===== src/rtl/sht_pkg.sv =====
// Shared types and constants for the two-wire sensor bus measurement master.
package sht_pkg;

  localparam int CFG_ADDR_W = 3;
  localparam int CFG_DATA_W = 32;

  localparam logic [15:0] HALF_PERIOD_RESET = 16'd50;
  localparam logic [3:0]  CMD_BITS          = 4'd8;
  localparam logic        CFG_IDX_HALF      = 1'b0;

  typedef enum logic [4:0] {
    PH_IDLE       = 5'd0,
    PH_S1         = 5'd1,
    PH_S2         = 5'd2,
    PH_S3         = 5'd3,
    PH_S4         = 5'd4,
    PH_S5         = 5'd5,
    PH_S6         = 5'd6,
    PH_CMD_SETUP  = 5'd7,
    PH_CMD_HIGH   = 5'd8,
    PH_ACK_SETUP  = 5'd9,
    PH_ACK_HIGH   = 5'd10,
    PH_WAIT_REL   = 5'd11,
    PH_WAIT_LOW   = 5'd12,
    PH_RD_SETUP   = 5'd13,
    PH_RD_HIGH    = 5'd14,
    PH_RACK_SETUP = 5'd15,
    PH_RACK_HIGH  = 5'd16,
    PH_RACK_TAIL  = 5'd17
  } phase_t;

  typedef struct packed {
    logic        clock_out;
    logic        data_pull_low;
    logic        busy_res;
    logic        done_res;
    logic        no_ack;
    logic [15:0] measurement;
  } sht_result_t;

endpackage


===== src/rtl/sht_if.sv =====
// Valid/ready channel interfaces for the tick input and the per-tick result.
interface sht_in_if;
  logic       valid;
  logic       ready;
  logic       start_req;
  logic [7:0] command;
  logic       data_line;

  modport source (output valid, output start_req, output command, output data_line,
                  input ready);
  modport sink (input valid, input start_req, input command, input data_line,
                output ready);
endinterface

interface sht_out_if;
  logic        valid;
  logic        ready;
  logic        clock_out;
  logic        data_pull_low;
  logic        busy_res;
  logic        done_res;
  logic        no_ack;
  logic [15:0] measurement;

  modport source (output valid, output clock_out, output data_pull_low, output busy_res,
                  output done_res, output no_ack, output measurement, input ready);
  modport sink (input valid, input clock_out, input data_pull_low, input busy_res,
                input done_res, input no_ack, input measurement, output ready);
endinterface


===== src/rtl/sht_two_wire_measure_master_core.sv =====
// Top level of the two-wire sensor bus measurement master.
// Every input beat yields exactly one result beat, registered in the cycle after it is accepted.
// A new input beat is taken in every cycle while the result register is empty or drained.
// The sequencer state advances once per accepted beat, in a single registered pass.
// Synchronous active-low reset idles the sequencer, clears its state and sets the
// half period to 50 ticks.
module sht_two_wire_measure_master_core import sht_pkg::*; (
  input  logic                  clk,
  input  logic                  rst_n,
  sht_in_if.sink                in_ch,
  sht_out_if.source             out_ch,
  input  logic                  cfg_psel,
  input  logic                  cfg_penable,
  input  logic                  cfg_pwrite,
  input  logic [CFG_ADDR_W-1:0] cfg_paddr,
  input  logic [CFG_DATA_W-1:0] cfg_pwdata,
  output logic [CFG_DATA_W-1:0] cfg_prdata,
  output logic                  cfg_pready
);

  logic        [15:0] half_period;
  logic               accept;
  sht_result_t        result;
  sht_result_t        res_r;
  logic               out_valid_r;
  logic               out_valid_nxt;

  sht_cfg u_cfg (
    .clk         (clk),
    .rst_n       (rst_n),
    .cfg_psel    (cfg_psel),
    .cfg_penable (cfg_penable),
    .cfg_pwrite  (cfg_pwrite),
    .cfg_paddr   (cfg_paddr),
    .cfg_pwdata  (cfg_pwdata),
    .cfg_prdata  (cfg_prdata),
    .cfg_pready  (cfg_pready),
    .half_period (half_period)
  );

  sht_seq u_seq (
    .clk         (clk),
    .rst_n       (rst_n),
    .step_en     (accept),
    .half_period (half_period),
    .start_req   (in_ch.start_req),
    .command     (in_ch.command),
    .data_line   (in_ch.data_line),
    .result      (result)
  );

  assign in_ch.ready = !out_valid_r || out_ch.ready;
  assign accept      = in_ch.valid && in_ch.ready;

  always_comb begin
    out_valid_nxt = out_valid_r;
    if (accept) begin
      out_valid_nxt = 1'b1;
    end else if (out_ch.ready) begin
      out_valid_nxt = 1'b0;
    end
  end

  always_ff @(posedge clk) begin
    if (!rst_n) begin
      out_valid_r <= 1'b0;
    end else begin
      out_valid_r <= out_valid_nxt;
    end
  end

  always_ff @(posedge clk) begin
    if (accept) begin
      res_r <= result;
    end
  end

  assign out_ch.valid         = out_valid_r;
  assign out_ch.clock_out     = res_r.clock_out;
  assign out_ch.data_pull_low = res_r.data_pull_low;
  assign out_ch.busy_res      = res_r.busy_res;
  assign out_ch.done_res      = res_r.done_res;
  assign out_ch.no_ack        = res_r.no_ack;
  assign out_ch.measurement   = res_r.measurement;

endmodule


===== src/rtl/sht_cfg.sv =====
// APB-style configuration register holding the half period in ticks.
module sht_cfg import sht_pkg::*; (
  input  logic                  clk,
  input  logic                  rst_n,
  input  logic                  cfg_psel,
  input  logic                  cfg_penable,
  input  logic                  cfg_pwrite,
  input  logic [CFG_ADDR_W-1:0] cfg_paddr,
  input  logic [CFG_DATA_W-1:0] cfg_pwdata,
  output logic [CFG_DATA_W-1:0] cfg_prdata,
  output logic                  cfg_pready,
  output logic [15:0]           half_period
);

  logic [15:0] half_r;
  logic [15:0] half_nxt;
  logic        hit;

  assign hit        = (cfg_paddr[CFG_ADDR_W-1] == CFG_IDX_HALF);
  assign cfg_pready = 1'b1;

  always_comb begin
    half_nxt = half_r;
    if (cfg_psel && cfg_penable && cfg_pwrite && hit) begin
      half_nxt = cfg_pwdata[15:0];
    end
  end

  always_ff @(posedge clk) begin
    if (!rst_n) begin
      half_r <= HALF_PERIOD_RESET;
    end else begin
      half_r <= half_nxt;
    end
  end

  assign cfg_prdata  = hit ? {{(CFG_DATA_W-16){1'b0}}, half_r} : '0;
  assign half_period = half_r;

endmodule


===== src/rtl/sht_seq.sv =====
// Bus sequencer: phase state machine, bit and tick counters, line levels.
module sht_seq import sht_pkg::*; (
  input  logic        clk,
  input  logic        rst_n,
  input  logic        step_en,
  input  logic [15:0] half_period,
  input  logic        start_req,
  input  logic [7:0]  command,
  input  logic        data_line,
  output sht_result_t result
);

  phase_t      phase_r, phase_nxt;
  logic [15:0] tick_r, tick_nxt;
  logic [3:0]  bit_r, bit_nxt;
  logic [15:0] shift_r, shift_nxt;
  logic [7:0]  cmd_r, cmd_nxt;
  logic [15:0] value_r, value_nxt;
  logic        clk_r, clk_nxt;
  logic        drv_r, drv_nxt;
  logic        enter;
  logic        done;
  logic        err;
  logic [15:0] hp;
  logic [15:0] tick_inc;
  logic [3:0]  bit_inc;

  assign hp       = (half_period == 16'd0) ? 16'd1 : half_period;
  assign tick_inc = tick_r + 16'd1;
  assign bit_inc  = bit_r + 4'd1;

  always_comb begin
    phase_nxt = phase_r;
    tick_nxt  = tick_r;
    bit_nxt   = bit_r;
    shift_nxt = shift_r;
    cmd_nxt   = cmd_r;
    value_nxt = value_r;
    enter     = 1'b0;
    done      = 1'b0;
    err       = 1'b0;
    case (phase_r)
      PH_IDLE: begin
        if (start_req) begin
          cmd_nxt   = command;
          bit_nxt   = 4'd0;
          shift_nxt = 16'd0;
          phase_nxt = PH_S1;
          enter     = 1'b1;
        end
      end
      PH_WAIT_REL: begin
        if (data_line) begin
          phase_nxt = PH_WAIT_LOW;
          enter     = 1'b1;
        end
      end
      PH_WAIT_LOW: begin
        if (!data_line) begin
          phase_nxt = PH_RD_SETUP;
          enter     = 1'b1;
        end
      end
      default: begin
        tick_nxt = tick_inc;
        if (tick_inc >= hp) begin
          enter = 1'b1;
          case (phase_r)
            PH_S1:         phase_nxt = PH_S2;
            PH_S2:         phase_nxt = PH_S3;
            PH_S3:         phase_nxt = PH_S4;
            PH_S4:         phase_nxt = PH_S5;
            PH_S5:         phase_nxt = PH_S6;
            PH_S6:         phase_nxt = PH_CMD_SETUP;
            PH_CMD_SETUP:  phase_nxt = PH_CMD_HIGH;
            PH_CMD_HIGH: begin
              cmd_nxt   = {cmd_r[6:0], 1'b0};
              bit_nxt   = bit_inc;
              phase_nxt = (bit_inc >= CMD_BITS) ? PH_ACK_SETUP : PH_CMD_SETUP;
            end
            PH_ACK_SETUP: begin
              bit_nxt   = 4'd0;
              phase_nxt = PH_ACK_HIGH;
            end
            PH_ACK_HIGH: begin
              if (data_line) begin
                done      = 1'b1;
                err       = 1'b1;
                phase_nxt = PH_IDLE;
              end else begin
                phase_nxt = PH_WAIT_REL;
              end
            end
            PH_RD_SETUP:   phase_nxt = PH_RD_HIGH;
            PH_RD_HIGH: begin
              shift_nxt = {shift_r[14:0], data_line};
              bit_nxt   = bit_inc;
              phase_nxt = (bit_inc[2:0] == 3'd0) ? PH_RACK_SETUP : PH_RD_SETUP;
            end
            PH_RACK_SETUP: phase_nxt = PH_RACK_HIGH;
            PH_RACK_HIGH:  phase_nxt = PH_RACK_TAIL;
            PH_RACK_TAIL: begin
              if (bit_r == 4'd0) begin
                value_nxt = shift_r;
                done      = 1'b1;
                phase_nxt = PH_IDLE;
              end else begin
                phase_nxt = PH_RD_SETUP;
              end
            end
            default:       phase_nxt = PH_IDLE;
          endcase
        end
      end
    endcase
    if (enter) begin
      tick_nxt = 16'd0;
    end
  end

  always_comb begin
    clk_nxt = clk_r;
    drv_nxt = drv_r;
    if (enter) begin
      case (phase_nxt)
        PH_S1:         begin clk_nxt = 1'b1; drv_nxt = 1'b0; end
        PH_S2:         begin clk_nxt = 1'b1; drv_nxt = 1'b1; end
        PH_S3:         begin clk_nxt = 1'b0; drv_nxt = 1'b1; end
        PH_S4:         begin clk_nxt = 1'b1; drv_nxt = 1'b1; end
        PH_S5:         begin clk_nxt = 1'b1; drv_nxt = 1'b0; end
        PH_CMD_SETUP:  begin clk_nxt = 1'b0; drv_nxt = ~cmd_nxt[7]; end
        PH_RACK_SETUP: begin clk_nxt = 1'b0; drv_nxt = (bit_nxt == CMD_BITS); end
        PH_CMD_HIGH, PH_ACK_HIGH, PH_RD_HIGH, PH_RACK_HIGH: begin
          clk_nxt = 1'b1;
        end
        default:       begin clk_nxt = 1'b0; drv_nxt = 1'b0; end
      endcase
    end
    result.clock_out     = clk_nxt;
    result.data_pull_low = drv_nxt;
    result.busy_res      = (phase_nxt != PH_IDLE);
    result.done_res      = done;
    result.no_ack        = err;
    result.measurement   = value_nxt;
  end

  always_ff @(posedge clk) begin
    if (!rst_n) begin
      phase_r <= PH_IDLE;
      tick_r  <= 16'd0;
      bit_r   <= 4'd0;
      shift_r <= 16'd0;
      cmd_r   <= 8'd0;
      value_r <= 16'd0;
      clk_r   <= 1'b0;
      drv_r   <= 1'b0;
    end else if (step_en) begin
      phase_r <= phase_nxt;
      tick_r  <= tick_nxt;
      bit_r   <= bit_nxt;
      shift_r <= shift_nxt;
      cmd_r   <= cmd_nxt;
      value_r <= value_nxt;
      clk_r   <= clk_nxt;
      drv_r   <= drv_nxt;
    end
  end

endmodule


===== src/flat_wrapper.sv =====
// flat-port wrapper written by rule: the top's interface ports become plain ports
module sht_two_wire_measure_master_core_flat import sht_pkg::*;
  (clk, rst_n, cfg_psel, cfg_penable, cfg_pwrite, cfg_paddr, cfg_pwdata, cfg_prdata, cfg_pready, in_ch_valid, in_ch_start_req, in_ch_command, in_ch_data_line, in_ch_ready, out_ch_valid, out_ch_clock_out, out_ch_data_pull_low, out_ch_busy_res, out_ch_done_res, out_ch_no_ack, out_ch_measurement, out_ch_ready);
  sht_in_if in_ch_i ();
  sht_out_if out_ch_i ();
  input  logic clk;
  input  logic rst_n;
  input  logic cfg_psel;
  input  logic cfg_penable;
  input  logic cfg_pwrite;
  input  logic [CFG_ADDR_W-1:0] cfg_paddr;
  input  logic [CFG_DATA_W-1:0] cfg_pwdata;
  output logic [CFG_DATA_W-1:0] cfg_prdata;
  output logic cfg_pready;
  input wire logic [$bits(in_ch_i.valid)-1:0] in_ch_valid;
  input wire logic [$bits(in_ch_i.start_req)-1:0] in_ch_start_req;
  input wire logic [$bits(in_ch_i.command)-1:0] in_ch_command;
  input wire logic [$bits(in_ch_i.data_line)-1:0] in_ch_data_line;
  output wire logic [$bits(in_ch_i.ready)-1:0] in_ch_ready;
  output wire logic [$bits(out_ch_i.valid)-1:0] out_ch_valid;
  output wire logic [$bits(out_ch_i.clock_out)-1:0] out_ch_clock_out;
  output wire logic [$bits(out_ch_i.data_pull_low)-1:0] out_ch_data_pull_low;
  output wire logic [$bits(out_ch_i.busy_res)-1:0] out_ch_busy_res;
  output wire logic [$bits(out_ch_i.done_res)-1:0] out_ch_done_res;
  output wire logic [$bits(out_ch_i.no_ack)-1:0] out_ch_no_ack;
  output wire logic [$bits(out_ch_i.measurement)-1:0] out_ch_measurement;
  input wire logic [$bits(out_ch_i.ready)-1:0] out_ch_ready;
  assign in_ch_i.valid = in_ch_valid;
  assign in_ch_i.start_req = in_ch_start_req;
  assign in_ch_i.command = in_ch_command;
  assign in_ch_i.data_line = in_ch_data_line;
  assign in_ch_ready = in_ch_i.ready;
  assign out_ch_valid = out_ch_i.valid;
  assign out_ch_clock_out = out_ch_i.clock_out;
  assign out_ch_data_pull_low = out_ch_i.data_pull_low;
  assign out_ch_busy_res = out_ch_i.busy_res;
  assign out_ch_done_res = out_ch_i.done_res;
  assign out_ch_no_ack = out_ch_i.no_ack;
  assign out_ch_measurement = out_ch_i.measurement;
  assign out_ch_i.ready = out_ch_ready;
  sht_two_wire_measure_master_core u_core (.clk(clk), .rst_n(rst_n), .in_ch(in_ch_i), .out_ch(out_ch_i), .cfg_psel(cfg_psel), .cfg_penable(cfg_penable), .cfg_pwrite(cfg_pwrite), .cfg_paddr(cfg_paddr), .cfg_pwdata(cfg_pwdata), .cfg_prdata(cfg_prdata), .cfg_pready(cfg_pready));
endmodule

===== config.mk =====
export PLATFORM = sky130hd
export DESIGN_NAME = sht_two_wire_measure_master_core_flat
export DESIGN_NICKNAME = d
export VERILOG_FILES = /design/src/rtl/sht_pkg.sv /design/src/rtl/sht_if.sv /design/src/rtl/sht_two_wire_measure_master_core.sv /design/src/rtl/sht_cfg.sv /design/src/rtl/sht_seq.sv /design/src/flat_wrapper.sv
export SDC_FILE = /design/constraint.sdc
export NUM_CORES = 1
export LEC_CHECK = 0
export BUFFER_PORTS_ARGS = -buffer_cell sky130_fd_sc_hd__buf_4
export CORE_ASPECT_RATIO = 1.75
export CORE_MARGIN = 2
export CORE_UTILIZATION = 51
export DETAILED_ROUTE_END_ITERATION = 10
export PLACE_DENSITY_LB_ADDON = 0.12
export SLEW_MARGIN = 30
export SYNTH_ARGS = -nofsm -noshare
export SYNTH_HDL_FRONTEND = slang
export SYNTH_SLANG_ARGS = --single-unit

===== constraint.sdc =====
create_clock -name clk -period 4 [get_ports clk]
set_input_delay 0.2 -clock clk [delete_from_list [all_inputs] [get_ports clk]]
set_output_delay 0.2 -clock clk [all_outputs]
set_load 0.02 [all_outputs]

After elaboration in Yosys (flattened, before gate mapping)
Cells that the tools add are included.
{ "totals": {"register_bits": 105, "in_bits": 52, "output_inout_bits": 56, "elab_cells": 126} }
{ "op_classes": {"n_addsub": 2, "order_cmp": 2, "n_eq_ne": 31, "mux": 43, "n_bitwise": 5, "reduce_logical": 26} }
{ "ops": {"columns": ["operator", "n"], "rows": [
  ["$mux 16", 11],
  ["$pmux 5 s15", 1],
  ["$eq 5x4->1 const B", 12],
  ["$eq 5x3->1 const B", 7],
  ["$pmux 16 s2", 1],
  ["$mux 8", 3],
  ["$eq 5x2->1 const B", 4],
  ["$mux 4", 5],
  ["$mux 5", 4],
  ["$add 16x1->16 const B", 1],
  ["$ge 16x16->1", 1],
  ["$logic_not 16->1", 1],
  ["$pmux 4 s2", 2],
  ["$pmux 8 s2", 1],
  ["$eq 5x5->1 const B", 3],
  ["$pmux 5 s3", 1],
  ["$eq 5x1->1 const B", 2],
  ["$mux 1", 10],
  ["$reduce_and 5->1", 2],
  ["$reduce_bool 2->1", 4],
  ["$reduce_or 4->1", 2],
  ["$reduce_or 8->1", 1],
  ["$reduce_or 3->1", 2],
  ["$logic_not 5->1", 1],
  ["19 further kinds", 27]
]} }

Logic depth before layout (Yosys ltp)
{ "logic_depth": {"depth_word": 10, "mapped_depth": 20, "mapped_depth_nobuf": 18} }

Modules after synthesis
From an unflattened synthesis, not the netlist that was laid out.
{ "hier_totals": {"hier_cells": 680, "area_unflattened_um2": 6024.5} }
{ "by_module_without_submodules": {"columns": ["mod", "n_inst", "cells_per_inst", "area_each_um2", "seq_area_each_um2"], "rows": [
  ["sht_seq", 1, 548, 4414.2, 1341.3],
  ["sht_cfg", 1, 106, 922.1, 320.3],
  ["sht_two_wire_measure_master_core", 1, 26, 688.2, 650.6]
]} }

Worst setup path before layout
OpenSTA, ideal clock, no wires.
{ "synth_timing": {"path_kind": "reg2reg", "startpoint": "register u_core.u_seq.tick_r[2]", "endpoint": "register u_core.u_seq.drv_r", "setup_time_ns": 0.117, "t_arrival_ns": 4.125, "required_time_ns": 3.883, "slack_ns": -0.242, "path_stages_with_launch": 20, "n_path_buf": 1, "period_less_slack_ns": 4.242, "path_cell_list": "dfxtp_1 > and3_1 > and3_1 > and3_1 > and3_1 > and3_1 > and3_1 > buf_2 > nand3_1 > xnor2_1 > ha_1 > nand4_1 > nor2_1 > o2111a_1 > or3_4 > o41a_1 > and3_1 > o221a_1 > a211o_1 > a32o_1"} }
{ "synth_via": {"elab_chain_len": 8, "elab_cells_between_ends": 25, "classes_between": "add/sub: 1; order compare: 1; eq/ne: 10; mux: 10; bitwise: 1; reduce/logical: 2"} }
{ "synth_rtl": {"columns": ["item", "line_no", "rtl"], "rows": [
  ["from (decl)", "sht_seq.sv:14", "logic [15:0] tick_r, tick_nxt;"],
  ["from (signal assigned)", "sht_seq.sv:159", "tick_r <= tick_nxt;"],
  ["$add 16x1->16 (*)", "sht_seq.sv:29", "assign tick_inc = tick_r + 16'd1;"],
  ["$ge 16x16->1 (*)", "sht_seq.sv:66", "if (tick_inc >= hp) begin"],
  ["$mux 5", "sht_seq.sv:66", null],
  ["$pmux 5 s3", "sht_seq.sv:42", "case (phase_r)"],
  ["$eq 5x4->1 (tied with other cells)", "sht_seq.sv:125", "case (phase_nxt)"],
  ["$reduce_or 4->1 or $reduce_or 3->1 (tied branches)", null, null],
  ["$pmux 1 s4", "sht_seq.sv:125", null],
  ["$mux 1 (*)", "sht_seq.sv:124", "if (enter) begin"],
  ["to (signal assigned)", "sht_seq.sv:165", "drv_r <= drv_nxt;"],
  ["to (decl)", "sht_seq.sv:20", "logic drv_r, drv_nxt;"]
]} }
Mark *: on every way between the ends. The rest lies on a longest branch, timed or not. The select of a mux whose other input is x is not followed.
A chain may end at the register's enable or synchronous reset.

==> results.py <==
metrics = {
    "outcome": {
        "outcome": "finished with violations",
        "violations": "setup timing",
    },
    "setup_path": {
        "cp.buffers_inverters": 1,
        "endpoint_kind": "register",
        "slowest_stage": "or3_4",
        "cp.arrival_ns": 4.25,
        "max_stage_delay_ns": 0.41,
        "path_max_fanout": 4,
        "startpoint_type": "register",
        "crit_chain": "and3_4 -> and3_4 -> and3_4 -> and3_4 -> and3_4 -> and3_4 -> nand3_4 -> xnor2_2 -> ha_1 -> nand4_1 -> buf_4 -> nor3_4 -> or3_4 -> o41a_1 -> and3_1 -> o221a_1 -> a211oi_2 -> o22ai_1",
        "timing.rr.start": "u_core.u_seq.tick_r[2]",
        "crit_top_cell": "and3_4",
        "critical_path.startpoint": "u_core.u_seq.tick_r[2]",
        "cpLargestDelayFamily": "simple AND/OR/NAND/NOR gates",
        "crit_type": "register to register",
        "worst-endpoint-required_ns": 4.11,
    },
    "cts": {
        "cts_buffer_depth": 2,
        "clkSinkCount": 105,
        "clock-root-buffer": "clkbuf_16",
        "tritoncts": "done",
        "clkSlewWorstSetupHoldPaths_ns": 0.08,
        "numCtsBuffers": 9,
        "cts_htree_levels": 3,
        "clock_latency_ns": 0.36,
    },
    "timing": {
        "worst_pin_slew_ns": 0.875,
        "maxSlewHeadroom_pct": 41.4,
        "fin_crit_sh_pct": 103,
        "fin_setup_tns_ns": -0.357,
        "setup_violations": 4,
        "rsz0062_at_grt": "yes",
        "fin_ws_ns": -0.137,
        "finalClockSkew_ns": 0.00885,
        "hold_viol": 0,
        "min_period_ns": 4.14,
        "slew_violations": 0,
        "max_freq_mhz": 242,
    },
    "power": {
        "p_int_uw": 1760,
        "switchingPower_uw": 744,
        "switching_share_pct": 29.8,
        "ir_worst_vdd_mv": 0.281,
        "power_leakage_uw": 0.00332,
        "power.share.sequential_pct": 46.0,
        "power_frac_comb_pct": 19.3,
        "powerDensity_nw_per_um2": 328,
        "clkPwrFrac_pct": 34.6,
    },
    "synth": {
        "synth_edf_count": 21,
        "yosysWarnings": 0,
        "synthArstFlopShare_pct": 0,
        "synth_flop_cell": "dfxtp_1",
        "syn_avg_cell_area_um2": 8.41,
        "syn-cell-area_um2": 5880,
        "synth_seq_cells": 105,
        "ys_seq_area_share_pct": 39.4,
        "yosysUniqueCellTypes": 71,
        "synthCells": 699,
    },
    "global_route": {
        "grt.overflow.total": 0,
        "grt_max_degree": 42,
        "grt_pass1_vias": 5561,
        "grt_first_pass_wirelength_um": 26900,
        "grt_usage_pct": 27.0,
        "antenna_found_initial": 0,
    },
    "hold_path": {
        "hold_class": "input pin to register",
        "hp-start": "cfg_pwdata[1]",
    },
    "routing": {
        "vias": 5628,
        "wl_per_cell_um": 18.4,
        "routed_wl_um": 17300,
        "drt_iter0_drc": 215,
        "drc_errors": 0,
        "first_pass_iters": 4,
        "viasPerCell": 5.96,
        "ant_nets": 0,
    },
    "layout": {
        "final_util_pct": 68.2,
        "num_antenna_cells": 0,
        "final_area_um2": 7610,
        "syn_to_final_growth_pct": 29.5,
        "drive_above_1_share_pct": 29.9,
        "final_nets": 879,
    },
    "run": {
        "max_cap_viol_count": 0,
    },
    "floorplanning": {
        "core-area_um2": 11200,
        "fp.dieW_um": 85.1,
        "initial_core_util_pct": 52.6,
        "die_h_um": 146,
        "rows": 51,
        "dieArea_um2": 12400,
        "top_level_ports": 108,
    },
    "placement": {
        "io_buffers": 72,
        "place_area_um2": 6830,
        "dp_slack_ns": -0.205,
        "routabilityCongestion": 0.957,
        "dp_hpwl_um": 12600,
    },
}
-- final cells by class --
type	instances	area [µm²]
Clock buffer	10	229
Timing Repair Buffer	139	1130
Tap cell	132	165
Sequential cell	105	2320
Clock inverter	6	61.3
Multi-Input combinational cell	526	3610
Fill cell	943	3560
Inverter	26	97.6
-- cells in the mapped netlist, types with 3 or more instances --
| cell | instances | area (µm²) |
|---|---|---|
| nand2_1 | 94 | 353 |
| dfxtp_1 | 84 | 1680 |
| a21oi_1 | 71 | 355 |
| nor2_1 | 49 | 184 |
| nand3_1 | 36 | 180 |
| clkbuf_1 | 26 | 97.6 |
| inv_1 | 26 | 97.6 |
| nand2b_1 | 23 | 144 |
| edfxtp_1 | 21 | 631 |
| ha_1 | 20 | 250 |
| o21ai_0 | 20 | 100 |
| and3_1 | 18 | 113 |
| buf_4 | 18 | 135 |
| o211a_1 | 17 | 170 |
| mux2_2 | 16 | 180 |
| a211oi_1 | 13 | 97.6 |
| nand3b_1 | 10 | 75.1 |
| xor2_1 | 10 | 87.6 |
| a31oi_1 | 9 | 56.3 |
| buf_2 | 9 | 45.0 |
| nor3_1 | 9 | 45.0 |
| a22oi_1 | 8 | 60.1 |
| o211ai_1 | 8 | 60.1 |
| buf_1 | 5 | 18.8 |
| o21a_1 | 5 | 37.5 |
| xnor2_1 | 5 | 43.8 |
| nand4_1 | 4 | 25.0 |
| nor2b_1 | 4 | 25.0 |
| nor3b_1 | 3 | 22.5 |
| nor4_1 | 3 | 18.8 |
-- registers in the layout (all words and copies together) (netlist names), 4 cells and up --
signal / cells
u_core.u_seq.bit_r: 4
u_core.u_seq.cmd_r: 8
u_core.u_seq.value_r: 16
u_core.u_seq.phase_r: 5
u_core.u_seq.shift_r: 16
u_core.u_cfg.half_period: 16
u_core.out_ch.measurement: 16
u_core.u_seq.tick_r: 16
-- kinds of logic (layout without fill, tap and decap cells) --
family	after synthesis	after routing	share of synthesized area, %
DFF	105	105	39.4
muxes	16	16	3.07
buffers and inverters	84	181	6.71
and+or+nand+nor	270	270	22.6
other	2	17	0.128
adders and majority gates	20	20	4.26
AOI/OAI and AO/OA	187	188	21.6
xor gates and xnor gates	15	15	2.24
-- through the flow --
step | total power [µW] | hold WS (ns) | std cells
CTS | 2490 | 0.0672 | 938
global route | 2600 | 0.0857 | 944
detailed placement | 1610 | 0.436 | 919
finish | 2500 | 0.0764 | 944
global placement | 1600 | 0.439 | 919
floorplan | 1460 | 0.329 | 714
-- final timing paths --
| kind | endpoint | slack (ns) | cells past startpoint |
|---|---|---|---|
| worst min register to register | u_core.u_seq.shift_r[4] | 0.47 | 2 |
| worst max register to register | u_core.out_ch.data_pull_low | -0.14 | 18 |
| worst min-delay path | u_core.u_cfg.half_period[1] | 0.08 | 3 |
| worst max-delay path | u_core.out_ch.data_pull_low | -0.14 | 18 |
-- metal layers --
layer	vias up	track usage (%)	wire (µm)	share of wire, %
li1	2700	-	-	-
met5	-	0	0	0
met3	63	3.97	553	3.2
met4	0	16.0	1000	5.8
met2	129	50.8	9670	56
met1	2736	27.0	6120	35
-- power by group through the flow --
stage | registers [µW] | logic [µW] | clock network [µW]
4_1_cts | 1150 | 450 | 887
6_report | 1150 | 483 | 866
3_3_place_gp | 1170 | 428 | 0
2_1_floorplan | 1190 | 267 | 0
3_5_place_dp | 1170 | 438 | 0
5_1_grt | 1160 | 520 | 927
-- what timing repair did --
item | in CTS | in global routing
cloned | 0 | 4
hold buffers | 0 | 0
resized for setup | 30 | 68
endpoints found under the hold margin | 0 | 0
endpoints found under the setup margin | 57 | 77
buffers inserted | 3 | 2
pin swaps | 16 | 16
-- cells in the final DEF, fill, tap and decap left out, types with 5 or more instances in the layout --
cell	count
a31oi_1	7
xor2_1	10
o21ai_0	18
nand3b_1	10
clkbuf_16	11
a21oi_1	56
conb_1	17
nand2_1	85
inv_1	25
and3_4	6
mux2_4	16
buf_4	124
dfxtp_2	5
a21oi_2	16
nand2_2	7
nand2b_1	23
a211oi_1	11
ha_1	19
and3_1	12
o211a_1	16
o211ai_1	8
dfxtp_1	79
edfxtp_1	21
nor2_1	44
buf_6	11
nand3_1	34
nor3_1	7
a22oi_1	8
-- worst reg2reg max path, delay by kind of cell (launching register included) --
family,cells,cell delay [ns]
buffers and inverters,1,0.15
xor gates and xnor gates,1,0.15
DFF,1,0.33
AOI/OAI and AO/OA,4,0.96
adders and majority gates,1,0.31
and+or+nand+nor,11,2.01
(Power assumes the default switching activity.)
